--- src/design/rplp_pkg.sv ---
// ----------------------------------------------------------------------------
// rplp_pkg
// Shared types and character constants for the radix-prefixed literal parser.
// ----------------------------------------------------------------------------
package rplp_pkg;

	localparam logic [7:0] CH_TAB    = 8'h09;
	localparam logic [7:0] CH_CR     = 8'h0D;
	localparam logic [7:0] CH_SPACE  = 8'h20;
	localparam logic [7:0] CH_DOLLAR = 8'h24;
	localparam logic [7:0] CH_PCT    = 8'h25;
	localparam logic [7:0] CH_AT     = 8'h40;
	localparam logic [7:0] CH_UNDER  = 8'h5F;
	localparam logic [7:0] CH_0      = 8'h30;
	localparam logic [7:0] CH_1      = 8'h31;
	localparam logic [7:0] CH_7      = 8'h37;
	localparam logic [7:0] CH_9      = 8'h39;
	localparam logic [7:0] CH_UC_A   = 8'h41;
	localparam logic [7:0] CH_UC_B   = 8'h42;
	localparam logic [7:0] CH_UC_F   = 8'h46;
	localparam logic [7:0] CH_UC_O   = 8'h4F;
	localparam logic [7:0] CH_UC_X   = 8'h58;
	localparam logic [7:0] CH_LC_A   = 8'h61;
	localparam logic [7:0] CH_LC_B   = 8'h62;
	localparam logic [7:0] CH_LC_F   = 8'h66;
	localparam logic [7:0] CH_LC_O   = 8'h6F;
	localparam logic [7:0] CH_LC_X   = 8'h78;

	localparam logic [3:0] LETTER_OFFSET = 4'd9;

	typedef enum logic [1:0] {
		RK_DEC = 2'd0,
		RK_HEX = 2'd1,
		RK_OCT = 2'd2,
		RK_BIN = 2'd3
	} radix_t;

	// Decoded view of one input character.
	typedef struct packed {
		logic       is_white;
		logic       is_dollar;
		logic       is_bin_pfx;
		logic       is_under;
		logic       is_zero;
		logic       is_x;
		logic       is_o;
		logic       is_b;
		logic       dec_ok;
		logic       oct_ok;
		logic       bin_ok;
		logic       hex_ok;
		logic [3:0] digit;
	} char_class_t;

	typedef struct packed {
		logic [63:0] value;
		logic [7:0]  count;
		radix_t      kind;
	} result_t;

endpackage

--- src/design/radix_prefixed_literal_parser.sv ---
// ----------------------------------------------------------------------------
// radix_prefixed_literal_parser
// Converts a character stream holding unsigned numeric literals ($, @, %,
// 0x, 0o, 0b prefixes, plain octal, plain decimal) into 64-bit values.
//
//   channel | signals                          | direction | payload
//   --------+----------------------------------+-----------+-----------------
//   in      | in_valid, in_stall               | into      | char_in
//   out     | out_valid, out_stall             | out of    | literal_value,
//           |                                  |           | chars_used,
//           |                                  |           | radix_kind
//
// One character per cycle while in_stall is low. A character is decoded into
// the input register and steps the parser state as it leaves that register; a
// terminator loads the result register at that edge, which then offers it.
// A terminator waits in the input register only while the result register is
// full and out_stall is high; a result taken in the same cycle makes room.
// Reset clears all control state and the parser to idle; no clearing pass.
// ----------------------------------------------------------------------------
module radix_prefixed_literal_parser import rplp_pkg::*; #(
	parameter int unsigned MAX_COUNT = 255
) (
	input  logic        clk,
	input  logic        arst_n,
	input  logic        in_valid,
	output logic        in_stall,
	input  logic [7:0]  char_in,
	output logic        out_valid,
	input  logic        out_stall,
	output logic [63:0] literal_value,
	output logic [7:0]  chars_used,
	output logic [1:0]  radix_kind
);

	char_class_t cls_in;
	char_class_t cls_s1;
	logic        valid_s1;
	logic        step;
	logic        emit;
	logic        in_take;
	result_t     res;
	logic        out_valid_q;
	result_t     res_q;

	rplp_char_class u_class (
		.char_in (char_in),
		.cls     (cls_in)
	);

	rplp_core #(
		.MAX_COUNT (MAX_COUNT)
	) u_core (
		.clk    (clk),
		.arst_n (arst_n),
		.step   (step),
		.cls    (cls_s1),
		.emit   (emit),
		.res    (res)
	);

	// hold a terminator while the previous result is still stalled in the output
	assign step     = valid_s1 && (!emit || !out_valid_q || !out_stall);
	assign in_stall = valid_s1 && !step;
	assign in_take  = in_valid && !in_stall;

	always_ff @(posedge clk or negedge arst_n) begin
		if (!arst_n) begin
			valid_s1 <= 1'b0;
		end else if (in_take) begin
			valid_s1 <= 1'b1;
		end else if (step) begin
			valid_s1 <= 1'b0;
		end
	end

	always_ff @(posedge clk) begin
		if (in_take) begin
			cls_s1 <= cls_in;
		end
	end

	always_ff @(posedge clk or negedge arst_n) begin
		if (!arst_n) begin
			out_valid_q <= 1'b0;
		end else if (step && emit) begin
			out_valid_q <= 1'b1;
		end else if (!out_stall) begin
			out_valid_q <= 1'b0;
		end
	end

	always_ff @(posedge clk) begin
		if (step && emit) begin
			res_q <= res;
		end
	end

	assign out_valid     = out_valid_q;
	assign literal_value = res_q.value;
	assign chars_used    = res_q.count;
	assign radix_kind    = res_q.kind;

	localparam logic [7:0] CountCap = (MAX_COUNT < 255) ? 8'(MAX_COUNT) : 8'd255;

	a_no_overwrite: assert property (@(posedge clk) disable iff (!arst_n)
		(step && emit) |-> (!out_valid_q || !out_stall))
		else $error("result register overwritten while full");

	a_stall_needs_item: assert property (@(posedge clk) disable iff (!arst_n)
		in_stall |-> (valid_s1 && emit && out_valid_q && out_stall))
		else $error("input stalled without a blocked terminator");

	a_result_from_emit: assert property (@(posedge clk) disable iff (!arst_n)
		$rose(out_valid_q) |-> $past(step && emit))
		else $error("result appeared without a terminator step");

	a_count_capped: assert property (@(posedge clk) disable iff (!arst_n)
		out_valid_q |-> (res_q.count <= CountCap))
		else $error("character count above its limit");

endmodule

--- src/design/rplp_char_class.sv ---
// ----------------------------------------------------------------------------
// rplp_char_class
// Decodes one ASCII byte into the classes the parser steps on.
// ----------------------------------------------------------------------------
module rplp_char_class import rplp_pkg::*; (
	input  logic [7:0]  char_in,
	output char_class_t cls
);

	logic is_dec;
	logic is_lc_hex;
	logic is_uc_hex;

	always_comb begin
		is_dec    = (char_in >= CH_0) && (char_in <= CH_9);
		is_lc_hex = (char_in >= CH_LC_A) && (char_in <= CH_LC_F);
		is_uc_hex = (char_in >= CH_UC_A) && (char_in <= CH_UC_F);

		cls.is_white   = (char_in == CH_SPACE) || ((char_in >= CH_TAB) && (char_in <= CH_CR));
		cls.is_dollar  = (char_in == CH_DOLLAR);
		cls.is_bin_pfx = (char_in == CH_AT) || (char_in == CH_PCT);
		cls.is_under   = (char_in == CH_UNDER);
		cls.is_zero    = (char_in == CH_0);
		cls.is_x       = (char_in == CH_LC_X) || (char_in == CH_UC_X);
		cls.is_o       = (char_in == CH_LC_O) || (char_in == CH_UC_O);
		cls.is_b       = (char_in == CH_LC_B) || (char_in == CH_UC_B);
		cls.dec_ok     = is_dec;
		cls.oct_ok     = (char_in >= CH_0) && (char_in <= CH_7);
		cls.bin_ok     = (char_in == CH_0) || (char_in == CH_1);
		cls.hex_ok     = is_dec || is_lc_hex || is_uc_hex;
		// letters a-f and A-F carry 1..6 in the low nibble
		cls.digit      = is_dec ? char_in[3:0] : (char_in[3:0] + LETTER_OFFSET);
	end

endmodule

--- src/design/rplp_core.sv ---
// ----------------------------------------------------------------------------
// rplp_core
// Parser state machine: phase, accumulator and character count, one step
// per decoded character, with the finished literal offered combinationally.
// ----------------------------------------------------------------------------
module rplp_core import rplp_pkg::*; #(
	parameter int unsigned MAX_COUNT = 255
) (
	input  logic        clk,
	input  logic        arst_n,
	input  logic        step,
	input  char_class_t cls,
	output logic        emit,
	output result_t     res
);

	localparam logic [7:0] CountLimit = (MAX_COUNT < 255) ? 8'(MAX_COUNT) : 8'd255;

	typedef enum logic [2:0] {
		PH_IDLE = 3'd0,
		PH_ZERO = 3'd1,
		PH_DEC  = 3'd2,
		PH_HEX  = 3'd3,
		PH_OCTP = 3'd4,
		PH_OCT  = 3'd5,
		PH_BIN  = 3'd6
	} phase_t;

	phase_t      phase_q;
	phase_t      phase_nxt;
	logic [63:0] acc_q;
	logic [63:0] acc_nxt;
	logic [7:0]  cnt_q;
	logic [7:0]  cnt_bumped;
	logic [63:0] digit_ext;
	logic [63:0] acc_dec;
	logic [63:0] acc_hex;
	logic [63:0] acc_oct;
	logic [63:0] acc_bin;
	logic        take;
	logic        wipe;
	radix_t      kind;

	always_comb begin
		digit_ext  = {60'd0, cls.digit};
		// times ten as x8 + x2
		acc_dec    = {acc_q[60:0], 3'b000} + {acc_q[62:0], 1'b0} + digit_ext;
		acc_hex    = {acc_q[59:0], cls.digit};
		acc_oct    = {acc_q[60:0], cls.digit[2:0]};
		acc_bin    = {acc_q[62:0], cls.digit[0]};
		cnt_bumped = (cnt_q < CountLimit) ? (cnt_q + 8'd1) : cnt_q;

		phase_nxt = phase_q;
		acc_nxt   = acc_q;
		take      = 1'b1;
		emit      = 1'b0;
		wipe      = 1'b0;
		kind      = RK_DEC;

		case (phase_q)
			PH_IDLE: begin
				if (cls.is_white) begin
					take = 1'b1;
				end else if (cls.is_dollar) begin
					phase_nxt = PH_HEX;
				end else if (cls.is_bin_pfx) begin
					phase_nxt = PH_BIN;
				end else if (cls.is_zero) begin
					phase_nxt = PH_ZERO;
				end else if (cls.dec_ok) begin
					phase_nxt = PH_DEC;
					acc_nxt   = digit_ext;
				end else begin
					emit = 1'b1;
				end
			end
			PH_ZERO: begin
				kind = RK_OCT;
				if (cls.is_x) begin
					phase_nxt = PH_HEX;
				end else if (cls.is_o) begin
					phase_nxt = PH_OCTP;
				end else if (cls.is_b) begin
					phase_nxt = PH_BIN;
				end else if (cls.oct_ok) begin
					phase_nxt = PH_OCT;
					acc_nxt   = digit_ext;
				end else begin
					emit = 1'b1;
				end
			end
			PH_DEC: begin
				if (cls.dec_ok) begin
					acc_nxt = acc_dec;
				end else begin
					emit = 1'b1;
				end
			end
			PH_HEX: begin
				kind = RK_HEX;
				if (cls.hex_ok) begin
					acc_nxt = acc_hex;
				end else if (!cls.is_under) begin
					emit = 1'b1;
				end
			end
			PH_OCTP: begin
				kind = RK_OCT;
				if (cls.oct_ok) begin
					acc_nxt = acc_oct;
				end else if (!cls.is_under) begin
					emit = 1'b1;
				end
			end
			PH_OCT: begin
				kind = RK_OCT;
				if (cls.oct_ok) begin
					acc_nxt = acc_oct;
				end else begin
					emit = 1'b1;
				end
			end
			PH_BIN: begin
				kind = RK_BIN;
				if (cls.bin_ok) begin
					acc_nxt = acc_bin;
				end else if (!cls.is_under) begin
					emit = 1'b1;
				end
			end
			default: begin
				// unused phase code: drop back to idle silently
				take = 1'b0;
				wipe = 1'b1;
			end
		endcase

		res.value = acc_q;
		res.count = cnt_q;
		res.kind  = kind;
	end

	always_ff @(posedge clk or negedge arst_n) begin
		if (!arst_n) begin
			phase_q <= PH_IDLE;
			acc_q   <= 64'd0;
			cnt_q   <= 8'd0;
		end else if (step) begin
			if (emit || wipe) begin
				phase_q <= PH_IDLE;
				acc_q   <= 64'd0;
				cnt_q   <= 8'd0;
			end else begin
				phase_q <= phase_nxt;
				acc_q   <= acc_nxt;
				if (take) begin
					cnt_q <= cnt_bumped;
				end
			end
		end
	end

endmodule
--- config.mk ---
export PLATFORM = sky130hd
export DESIGN_NAME = radix_prefixed_literal_parser
export DESIGN_NICKNAME = d
export VERILOG_FILES = /design/src/design/rplp_pkg.sv /design/src/design/radix_prefixed_literal_parser.sv /design/src/design/rplp_char_class.sv /design/src/design/rplp_core.sv
export SDC_FILE = /design/constraint.sdc
export NUM_CORES = 1
export LEC_CHECK = 0
export BUFFER_PORTS_ARGS = -buffer_cell sky130_fd_sc_hd__buf_2
export CORE_MARGIN = 5
export CORE_UTILIZATION = 25
export CTS_CLUSTER_DIAMETER = 60
export CTS_CLUSTER_SIZE = 24
export DETAILED_ROUTE_END_ITERATION = 16
export GPL_TIMING_DRIVEN = 0
export PLACE_DENSITY_LB_ADDON = 0.05
export SETUP_SLACK_MARGIN = 0.1
export SLEW_MARGIN = 40
export SYNTH_ARGS = -nofsm -noshare
export SYNTH_HDL_FRONTEND = slang
export SYNTH_SLANG_ARGS = --single-unit
--- constraint.sdc ---
create_clock -name clk -period 6.3 [get_ports clk]
set_input_delay 1.26 -clock clk [delete_from_list [all_inputs] [get_ports clk]]
set_output_delay 1.26 -clock clk [all_outputs]
set_load 0.03 [all_outputs]
==> impl_metrics.toml, run 1 <==
[timing]
fin_skew_ns = 0.0183
slew_violations = 0
fin_crit_ns = 4.60
worst_pin_slew_ns = 0.774
setup_viol = 0
hold_violations = 0
slew_headroom_pct = 47.9
rsz0062_at_grt = "false"
fmax_ghz = 0.217
min_period_over_period_pct = 73.0

[power]
switchingPower_mw = 2.01
switching_share_pct = 45.6
ir_drop_mv = 0.160
power.leakage_nw = 5.79
combPwrFrac_pct = 41.2
p_seq_share_pct = 33.9
internal-power_mw = 2.40
p_clk_share_pct = 24.9
powerDensity_nw_per_um2 = 321

[placed_design]
dp_cells = 1923
finalWeightedCongestion = 0.825
hpwl_microns = 31300
portBuffers = 86

[finish]
drive_above_1_share_pct = 10.5
nFillCells = 4953
area_delta_synth_final_pct = 16.0
seqCellArea_sq_um = 4630
fin_util_pct = 29.4
finalNetCount = 1476
final_cells = 1955
multiInputGateArea_sq_um = 6800
diodes = 0

[die]
die_area_sq_um = 51900
die_h_microns = 228
rows = 79
start_util_pct = 25.4
fp.coreArea_sq_um = 46800
fp.dieW_microns = 228
pin_count = 88

[status]
status = "finished clean"

[clock_network]
clock-root-buffer = "clkbuf_16"
clk_pin_slew_worst_paths_ns = 0.08
cts_hold_buf = 0
cts_tree = "built"
clk-insertion-delay-late_ns = 0.47
cts-htree-levels = 4
post_cts_buffers = 0
cts_resized = 0
cts_sinks = 167
clk_path_buf_depth = 2
numCtsBuffers = 17

[synthesis]
ys.flop_type = "edfxtp_1"
synthAdderAreaFrac_pct = 13.7
synth_mux_area_share_pct = 0.696
ys_seq_elements = 167
synth_top_family_by_area = "compound AO/OA/AOI/OAI gates"
ys_warn_count = 0
async_reset_ff_share_pct = 46.1
synth-edff-count = 90
synthSimpleGateAreaFrac_pct = 12.3
avgSynthCellArea_sq_um = 9.68
synthCells = 1225
syn_nets = 1366
synth_compound_area_share_pct = 26.3
yosysSeqAreaShare_pct = 39.0
synth_cell_types = 74
syn-cell-area_sq_um = 11900
synth_xor_area_share_pct = 4.28

[global_route]
grtUsageTotal_pct = 15.9
busiest_layer = "met2"
grt_max_degree = 44
grtUsageMet1_pct = 21.9
grtUsageMet2_pct = 26.1
first_global_vias = 10400
grt_pass1_wl_microns = 65100
overflow = 0
met3_usage_pct = 2.50
antenna_found_initial = 0

[critical_path]
slowest_stage = "o31ai_1"
reg2reg_slack_ns = 1.70
path_buf_inv = 2
cp.required_ns = 6.70
arrival_ns = 5.00
crit_path_max_incr_delay_ns = 0.58
critical_path.cell_chain = "inv_1 -> fa_1 -> inv_1 -> ha_1 -> a21o_1 -> a21oi_1 -> o21a_1 -> o211ai_1 -> o211ai_1 -> o31ai_1 -> a311oi_2 -> o21a_1 -> or4b_1 -> nand3_1"
reg2regPathDepth = 14
critical_path.top_delay_family = "compound AO/OA/AOI/OAI gates"
crit_path_end_kind = "flip-flop"
rr_startpoint = "u_core.acc_q[0]$_DFFE_PN0P_"
path_class = "flip-flop to flip-flop"
path_max_fanout = 7
r2r_end = "u_core.acc_q[61]$_DFFE_PN0P_"
cp-start-kind = "flip-flop"

[routing]
drtAntennaViolNets = 0
drt_first_pass_iters = 7
post-route-drc-count = 0
initialDrtViolationCount = 667
vias = 10300
routed_wl_microns = 41600
vias_per_cell = 5.29
wl_per_cell_microns = 21.3

[worst_hold_path]
hold_depth = 0
hold_path_end = "literal_value[63]$_DFFE_PP_"
min_from = "u_core.acc_q[63]$_DFFE_PN0P_"
hold_path_class = "flip-flop to flip-flop"

[run]
cap_violations = 0
==> cell usage after synthesis, types with 6 or more instances <==
master / number / share of area [%]
o21ai_0: 88 / 3.7
inv_1: 33 / 1.0
dfrtp_1: 77 / 16
ha_1: 127 / 13
a22o_1: 56 / 4.1
o31ai_1: 13 / 0.82
a22oi_1: 33 / 2.1
nor2b_1: 9 / 0.47
o21a_1: 8 / 0.51
clkbuf_1: 70 / 2.2
xnor2_1: 37 / 2.7
o21bai_1: 19 / 1.2
edfxtp_1: 90 / 23
nor2_1: 62 / 2.0
o221ai_1: 15 / 1.1
a21oi_1: 91 / 3.8
nor3_1: 18 / 0.76
nand4_1: 20 / 1.1
a211oi_1: 12 / 0.76
a222oi_1: 28 / 2.4
nand3_1: 19 / 0.80
xor2_1: 21 / 1.6
and3_1: 13 / 0.69
nand2b_1: 7 / 0.37
nand2_1: 120 / 3.8
a31oi_1: 10 / 0.53
mux2i_1: 6 / 0.51
a21o_1: 21 / 1.3
or3_1: 7 / 0.37
==> worst max-delay path by stage <==
stage                                              end                   startpoint  slack [ns]  depth (start not counted)
final                     u_core.acc_q[61]$_DFFE_PN0P_  u_core.acc_q[0]$_DFFE_PN0P_        1.70                         14
after global routing      u_core.acc_q[54]$_DFFE_PN0P_  u_core.acc_q[0]$_DFFE_PN0P_        1.31                         14
after CTS                 u_core.acc_q[54]$_DFFE_PN0P_  u_core.acc_q[0]$_DFFE_PN0P_        1.65                         14
after detailed placement  u_core.acc_q[54]$_DFFE_PN0P_  u_core.acc_q[0]$_DFFE_PN0P_        1.72                         14
after global placement     literal_value[35]$_DFFE_PP_                    out_stall       -1.22                          4
after floorplan                chars_used[0]$_DFFE_PP_                    out_stall        1.20                          3
==> flip-flops by register name, summed over array words and instances (netlist names) <==
| register | cells |
|---|---|
| literal_value | 64 |
| u_core.acc_q | 64 |
| cls_s1 | 16 |
| chars_used | 8 |
| u_core.cnt_q | 8 |
| u_core.phase_q | 3 |
| radix_kind | 2 |
| out_valid | 1 |
| valid_s1 | 1 |
==> cells in the final DEF, fill, tap and decap left out, types with 17 or more instances in the layout <==
cell,instances
buf_2,87
nor2_1,61
a22o_1,56
inv_1,33
nand3_1,19
clkbuf_16,17
a222oi_1,28
a21oi_1,91
a22oi_1,33
edfxtp_1,90
nor3_1,18
a21o_1,21
o21bai_1,19
xor2_1,21
nand2_1,120
ha_1,127
xnor2_1,37
clkbuf_1,71
dfrtp_1,77
o21ai_0,88
nand4_1,20
==> per-layer routing <==
metal | vias to the layer above | wire (microns)
met5 | - | 0
met4 | 0 | 571
met3 | 29 | 1520
met2 | 222 | 19500
met1 | 5124 | 20000
li1 | 4960 | -
==> layout make-up <==
cell class                      instances  share of cell area, %
Inverter                               33                  0.901
Buffer                                 79                   2.31
Clock buffer                           18                   3.12
Tap cell                              607                   5.52
Multi-Input combinational cell        946                   49.4
Clock inverter                         14                   1.16
Timing Repair Buffer                   91                   3.90
Sequential cell                       167                   33.7
==> metrics by stage <==
| stage | power [mW] | hold slack, ns | instance area (sq um) | setup TNS [ns] | setup slack (ns) |
|---|---|---|---|---|---|
| 2_1_floorplan | 2.65 | 0.425 | 11900 | 0 | 1.20 |
| 3_3_place_gp | 3.35 | 0.456 | 13100 | -89.55 | -1.22 |
| 3_5_place_dp | 3.37 | 0.455 | 13200 | 0 | 1.72 |
| 4_1_cts | 4.50 | 0.491 | 13800 | 0 | 1.65 |
| 5_1_grt | 4.70 | 0.500 | 13800 | 0 | 1.31 |
| 6_report | 4.42 | 0.494 | 13800 | 0 | 1.70 |
==> kinds of logic (layout without fill, tap and decap cells) <==
| group | Yosys count | in the layout |
|---|---|---|
| buf+inv | 112 | 235 |
| mux | 8 | 8 |
| simple gates | 306 | 306 |
| flops | 167 | 167 |
| fa+ha+maj | 129 | 129 |
| compound gates | 445 | 445 |
| xor+xnor | 58 | 58 |
==> power by group through the flow <==
stage          logic, mW  registers, mW  clock network (mW)
2_1_floorplan      0.934           1.71                   0
3_3_place_gp        1.79           1.56                   0
3_5_place_dp        1.84           1.53                   0
4_1_cts             1.85           1.51                1.15
5_1_grt             1.99           1.52                1.19
6_report            1.82           1.50                1.10
==> worst register-to-register path, delay by kind of cell, from the launching register on <==
| kind | cells | cell delay [ns] |
|---|---|---|
| simple gates | 2 | 0.59 |
| fa+ha+maj | 2 | 0.80 |
| buf+inv | 2 | 0.17 |
| flops | 1 | 0.52 |
| compound gates | 8 | 2.46 |
Note: power is estimated with default switching activity, not from simulation.
==> inputs of run 2 (changes only) <==
==> constraint.sdc (replaced) <==
create_clock -name clk -period 3.7 [get_ports clk]
set_input_delay 0.74 -clock clk [delete_from_list [all_inputs] [get_ports clk]]
set_output_delay 0.74 -clock clk [all_outputs]
set_load 0.03 [all_outputs]
==> impl_metrics.toml, run 2 (synthesized netlist as in run 1, its figures left out) <==
[critical_path]
arrival_ns = 3.96
r2r_end = "u_core.acc_q[43]$_DFFE_PN0P_"
rr_startpoint = "cls_s1[3]$_DFFE_PP_"
reg2reg_slack_ns = 0.06
path_max_fanout = 4
crit_path_max_incr_delay_ns = 0.52
cp.required_ns = 4.02
crit_top_cell = "inv_2"
crit_path_end_kind = "flip-flop"
path_class = "flip-flop to flip-flop"
critical_path.top_delay_family = "compound AO/OA/AOI/OAI gates"
cp-start-kind = "flip-flop"
critical_path.cell_chain = "inv_2 -> fa_1 -> inv_2 -> ha_4 -> a21o_1 -> a21oi_2 -> o21a_2 -> o211ai_1 -> buf_4 -> a221o_1 -> a21oi_4 -> o41a_1 -> o31ai_2 -> xnor2_1 -> o221ai_1"
slowest_stage = "fa_1"
reg2regPathDepth = 15
path_buf_inv = 3

[timing]
fmax_ghz = 0.275
fin_crit_ns = 3.64
rsz0062_at_grt = "true"
min_period_over_period_pct = 98.3
holdWs_ns = 0.160
worst_pin_slew_ns = 0.790
setup_viol = 0
timing.final.ws_setup_ns = 0.0622
fin_skew_ns = 0.0180
slew_headroom_pct = 47.3
hold_violations = 0
slew_violations = 0

[die]
fp.coreArea_sq_um = 46800
rows = 79
pin_count = 88
die_h_microns = 228
start_util_pct = 25.4
fp.dieW_microns = 228
die_area_sq_um = 51900

[finish]
multiInputGateArea_sq_um = 7170
area_delta_synth_final_pct = 21.9
postLayoutCellArea_sq_um = 14500
layout_commonest_cell = "nand2_1"
final_cells = 1984
nFillCells = 4941
seqCellArea_sq_um = 4670
diodes = 0
drive_above_1_share_pct = 20.4
finalNetCount = 1505
final_cell_mix = "119 x nand2_1, 116 x ha_1, 90 x edfxtp_1"

[routing]
dr_wl_met2_microns = 19900
post-route-drc-count = 0
wl_per_cell_microns = 21.5
routed_wl_microns = 42600
drtAntennaViolNets = 0
vias_per_cell = 5.27
initialDrtViolationCount = 765
vias = 10500
drt_first_pass_iters = 7
met1_length_microns = 20200
wl_met3_microns = 1660
top_layer_used = "met4"

[power]
power.leakage_nw = 5.98
powerDensity_nw_per_um2 = 533
ir_drop_mv = 0.297
total_power_mw = 7.71

[clock_network]
clk_path_buf_depth = 2
cts_hold_buf = 0
cts_sinks = 167
clk-insertion-delay-late_ns = 0.47
clock-root-buffer = "clkbuf_16"
clk_pin_slew_worst_paths_ns = 0.08
numCtsBuffers = 17
cts_tree = "built"
cts-htree-levels = 4

[placed_design]
hpwl_microns = 31400
placed_area_sq_um = 13200
finalWeightedCongestion = 0.831
portBuffers = 86
dp_cells = 1923
pre_cts_ws_ns = -0.872

[status]
status = "finished clean"

[run]
cap_violations = 0

[global_route]
grt_pass1_wl_microns = 66500
grtUsageTotal_pct = 16.2
antenna_found_initial = 2
grt_max_degree = 43
overflow = 0
first_global_vias = 10700

[worst_hold_path]
hold_path_class = "primary input to async pin"
run 2: cell count changes in the layout (fill, tap and decap cells not counted), sizes merged:
| cell | delta |
|---|---|
| clkinvlp | -3 |
| bufinv | -1 |
| buf | +40 |
| clkbuf | -11 |
| clkinv | +4 |
run 2: metrics by stage:
stage | util (%) | setup TNS (ns)
after CTS | 30.5 | 0
after floorplan | - | 0
after global placement | 27.9 | -50.98
after global routing | 30.9 | -0.777
after detailed placement | 28.2 | -17.25
final | 30.9 | 0
run 2: worst max-delay path by stage:
stage                     slack, ns                           end  depth (start not counted)                        start
final                          0.06  u_core.acc_q[43]$_DFFE_PN0P_                         15          cls_s1[3]$_DFFE_PP_
after global routing          -0.14  u_core.acc_q[43]$_DFFE_PN0P_                         15  u_core.acc_q[0]$_DFFE_PN0P_
after CTS                     0.009  u_core.acc_q[43]$_DFFE_PN0P_                         15          cls_s1[3]$_DFFE_PP_
after detailed placement      -0.87  u_core.acc_q[60]$_DFFE_PN0P_                         14  u_core.acc_q[2]$_DFFE_PN0P_
after global placement        -0.92  u_core.acc_q[60]$_DFFE_PN0P_                         14  u_core.acc_q[0]$_DFFE_PN0P_
after floorplan                0.16  u_core.acc_q[61]$_DFFE_PN0P_                         14  u_core.acc_q[0]$_DFFE_PN0P_
run 2: report_power, final:
group          internal [mW]  leakage, nW  switching (mW)
Sequential              2.34         1.87           0.194
Combinational          0.903         3.82            2.41
Clock                  0.922        0.288           0.946
Total                   4.16         5.98            3.55
run 2: per-layer routing:
layer	vias up	GRT usage (%)
met2	254	26.5
li1	5026	-
met5	-	0
met4	0	4.94
met1	5126	22.3
met3	48	2.57
run 2: repair_timing:
action                     4_1_cts  5_1_grt
gates resized for setup         80       54
pin swaps                       32       22
buffers inserted                31        9
setup endpoints to repair       46       34
hold endpoints to repair         0        0
run 2: area by class of cell:
| type | instances | share of cell area, % |
|---|---|---|
| buffer | 68 | 1.97 |
| sequential | 167 | 32.3 |
| clock inverter | 14 | 1.06 |
| multi-input combinational | 946 | 49.6 |
| timing repair buffer | 131 | 5.92 |
| clock buffer | 18 | 3.04 |
| tap | 607 | 5.25 |
| inverter | 33 | 0.857 |
run 2: worst reg2reg max path, cell delays in order (launching register included):
cell and delay [ns]:
edfxtp_1 0.42, inv_2 0.06, fa_1 0.52, inv_2 0.06, ha_4 0.25, a21o_1 0.13, a21oi_2 0.06, o21a_2 0.25
o211ai_1 0.16, buf_4 0.15, a221o_1 0.21, a21oi_4 0.10, o41a_1 0.51, o31ai_2 0.25, xnor2_1 0.19, o221ai_1 0.16
==> inputs of run 3 (changes only) <==
==> constraint.sdc (replaced) <==
create_clock -name clk -period 3.4 [get_ports clk]
set_input_delay 0.68 -clock clk [delete_from_list [all_inputs] [get_ports clk]]
set_output_delay 0.68 -clock clk [all_outputs]
set_load 0.03 [all_outputs]
==> impl_metrics.toml, run 3 (synthesized netlist as in run 1, its figures left out) <==
[clock_network]
clock-root-buffer = "clkbuf_16"
cts_sinks = 167
clk-insertion-delay-late_ns = 0.50
numCtsBuffers = 17
cts_tree = "built"
cts-htree-levels = 4
clk_pin_slew_worst_paths_ns = 0.08
clk_path_buf_depth = 2
cts_hold_buf = 0

[global_route]
grt_pass1_wl_microns = 68300
first_global_vias = 10700
grtUsageTotal_pct = 16.8
antenna_found_initial = 1
grt_max_degree = 51
overflow = 0

[placed_design]
pre_cts_ws_ns = -1.06
hpwl_microns = 31900
dp_cells = 1923
placed_area_sq_um = 13200
portBuffers = 86
finalWeightedCongestion = 0.830

[timing]
slew_headroom_pct = 46.9
setup_viol = 27
timing.final.ws_setup_ns = -0.251
fin_skew_ns = 0.0150
hold_violations = 0
fin_crit_ns = 3.65
min_period_over_period_pct = 107
fmax_ghz = 0.274
worst_pin_slew_ns = 0.797
slew_violations = 0
tns_ns = -3.73
rsz0062_at_grt = "true"

[finish]
drive_above_1_share_pct = 26.2
diodes = 0
postLayoutCellArea_sq_um = 15000
seqCellArea_sq_um = 4680
final_cell_mix = "113 x nand2_1, 108 x ha_1, 90 x edfxtp_1"
final_cells = 2007
fin_util_pct = 32.0
finalNetCount = 1528
nFillCells = 4907
area_delta_synth_final_pct = 26.1
layout_commonest_cell = "nand2_1"
multiInputGateArea_sq_um = 7470

[critical_path]
path_buf_inv = 1
crit_path_max_incr_delay_ns = 0.48
cp.required_ns = 3.76
crit_path_end_kind = "flip-flop"
arrival_ns = 4.01
worstSetupPathDepth = 13
cp-start-kind = "flip-flop"
reg2regPathDepth = 13
critical_path.cell_chain = "ha_1 -> ha_1 -> clkbuf_2 -> a21oi_2 -> o21ai_0 -> a21oi_2 -> o21ai_1 -> a221oi_2 -> o31ai_4 -> a311oi_4 -> xnor2_2 -> a222oi_1 -> o21ai_1"
critical_path.top_delay_family = "compound AO/OA/AOI/OAI gates"
slowest_stage = "a311oi_4"
path_max_fanout = 7
path_class = "flip-flop to flip-flop"

[routing]
wl_met3_microns = 1800
wl_per_cell_microns = 22.0
vias = 10700
top_layer_used = "met5"
drtAntennaViolNets = 0
vias_per_cell = 5.31
initialDrtViolationCount = 689
met1_length_microns = 21500
drt_first_pass_iters = 6
dr_wl_met2_microns = 20200
post-route-drc-count = 0
routed_wl_microns = 44100

[power]
power.leakage_nw = 6.19
powerDensity_nw_per_um2 = 566
ir_drop_mv = 0.342

[die]
pin_count = 88
rows = 79
start_util_pct = 25.4
die_h_microns = 228
fp.dieW_microns = 228
fp.coreArea_sq_um = 46800
die_area_sq_um = 51900

[worst_hold_path]
hold_path_class = "primary input to async pin"

[run]
cap_violations = 0

[status]
status = "complete, but fails checks"
violations = "setup timing"
==> run 3: cell types whose count changed in the layout (fill, tap and decap cells not counted), sizes merged <==
cell      delta
buf         +24
clkbuf       -1
clkinvlp     +2
inv          -2
==> run 3: final timing paths <==
kind / start / end / slack, ns
min: arst_n / u_core.acc_q[13]$_DFFE_PN0P_ / 0.05
max: u_core.acc_q[35]$_DFFE_PN0P_ / u_core.acc_q[49]$_DFFE_PN0P_ / -0.25
max reg2reg: u_core.acc_q[35]$_DFFE_PN0P_ / u_core.acc_q[49]$_DFFE_PN0P_ / -0.25
min reg2reg: cls_s1[0]$_DFFE_PP_ / u_core.acc_q[0]$_DFFE_PN0P_ / 0.51
min in group clk: in_valid / valid_s1$_DFFE_PN0P_ / 0.38
max in group asynchronous: arst_n / u_core.acc_q[41]$_DFFE_PN0P_ / 2.73
==> run 3: per-layer routing <==
metal,track usage [%],vias up
li1,-,5063
met1,23.9,5348
met2,26.2,216
met3,3.75,31
met4,4.24,2
met5,0,-
==> run 3: report_power, final <==
group	total [mW]	leakage (nW)	internal [mW]	switching (mW)
registers	2.77	1.86	2.55	0.220
logic	3.76	4.06	1.06	2.70
clock network	1.94	0.265	0.967	0.975
total	8.47	6.19	4.57	3.90
==> run 3: timing repair <==
action	CTS	global route
gates resized for setup	142	92
pin swaps	72	63
cloned	0	0
setup endpoints to repair	57	49
setup buffers	45	18
==> run 3: cell type report <==
| type | instances | share of cell area (%) |
|---|---|---|
| tap | 607 | 5.08 |
| inverter | 33 | 0.828 |
| sequential | 167 | 31.3 |
| clock buffer | 18 | 2.94 |
| clock inverter | 14 | 0.770 |
| buffer | 68 | 1.97 |
| timing repair buffer | 154 | 7.15 |
| multi-input combinational | 946 | 50.0 |
==> run 3: metrics by stage <==
| step | hold slack, ns | total power [mW] |
|---|---|---|
| after global placement | 0.494 | 6.27 |
| final | 0.0528 | 8.47 |
| after CTS | 0.0187 | 8.54 |
| after floorplan | 0.384 | 4.91 |
| after global routing | 0.0480 | 8.97 |
| after detailed placement | 0.493 | 6.32 |
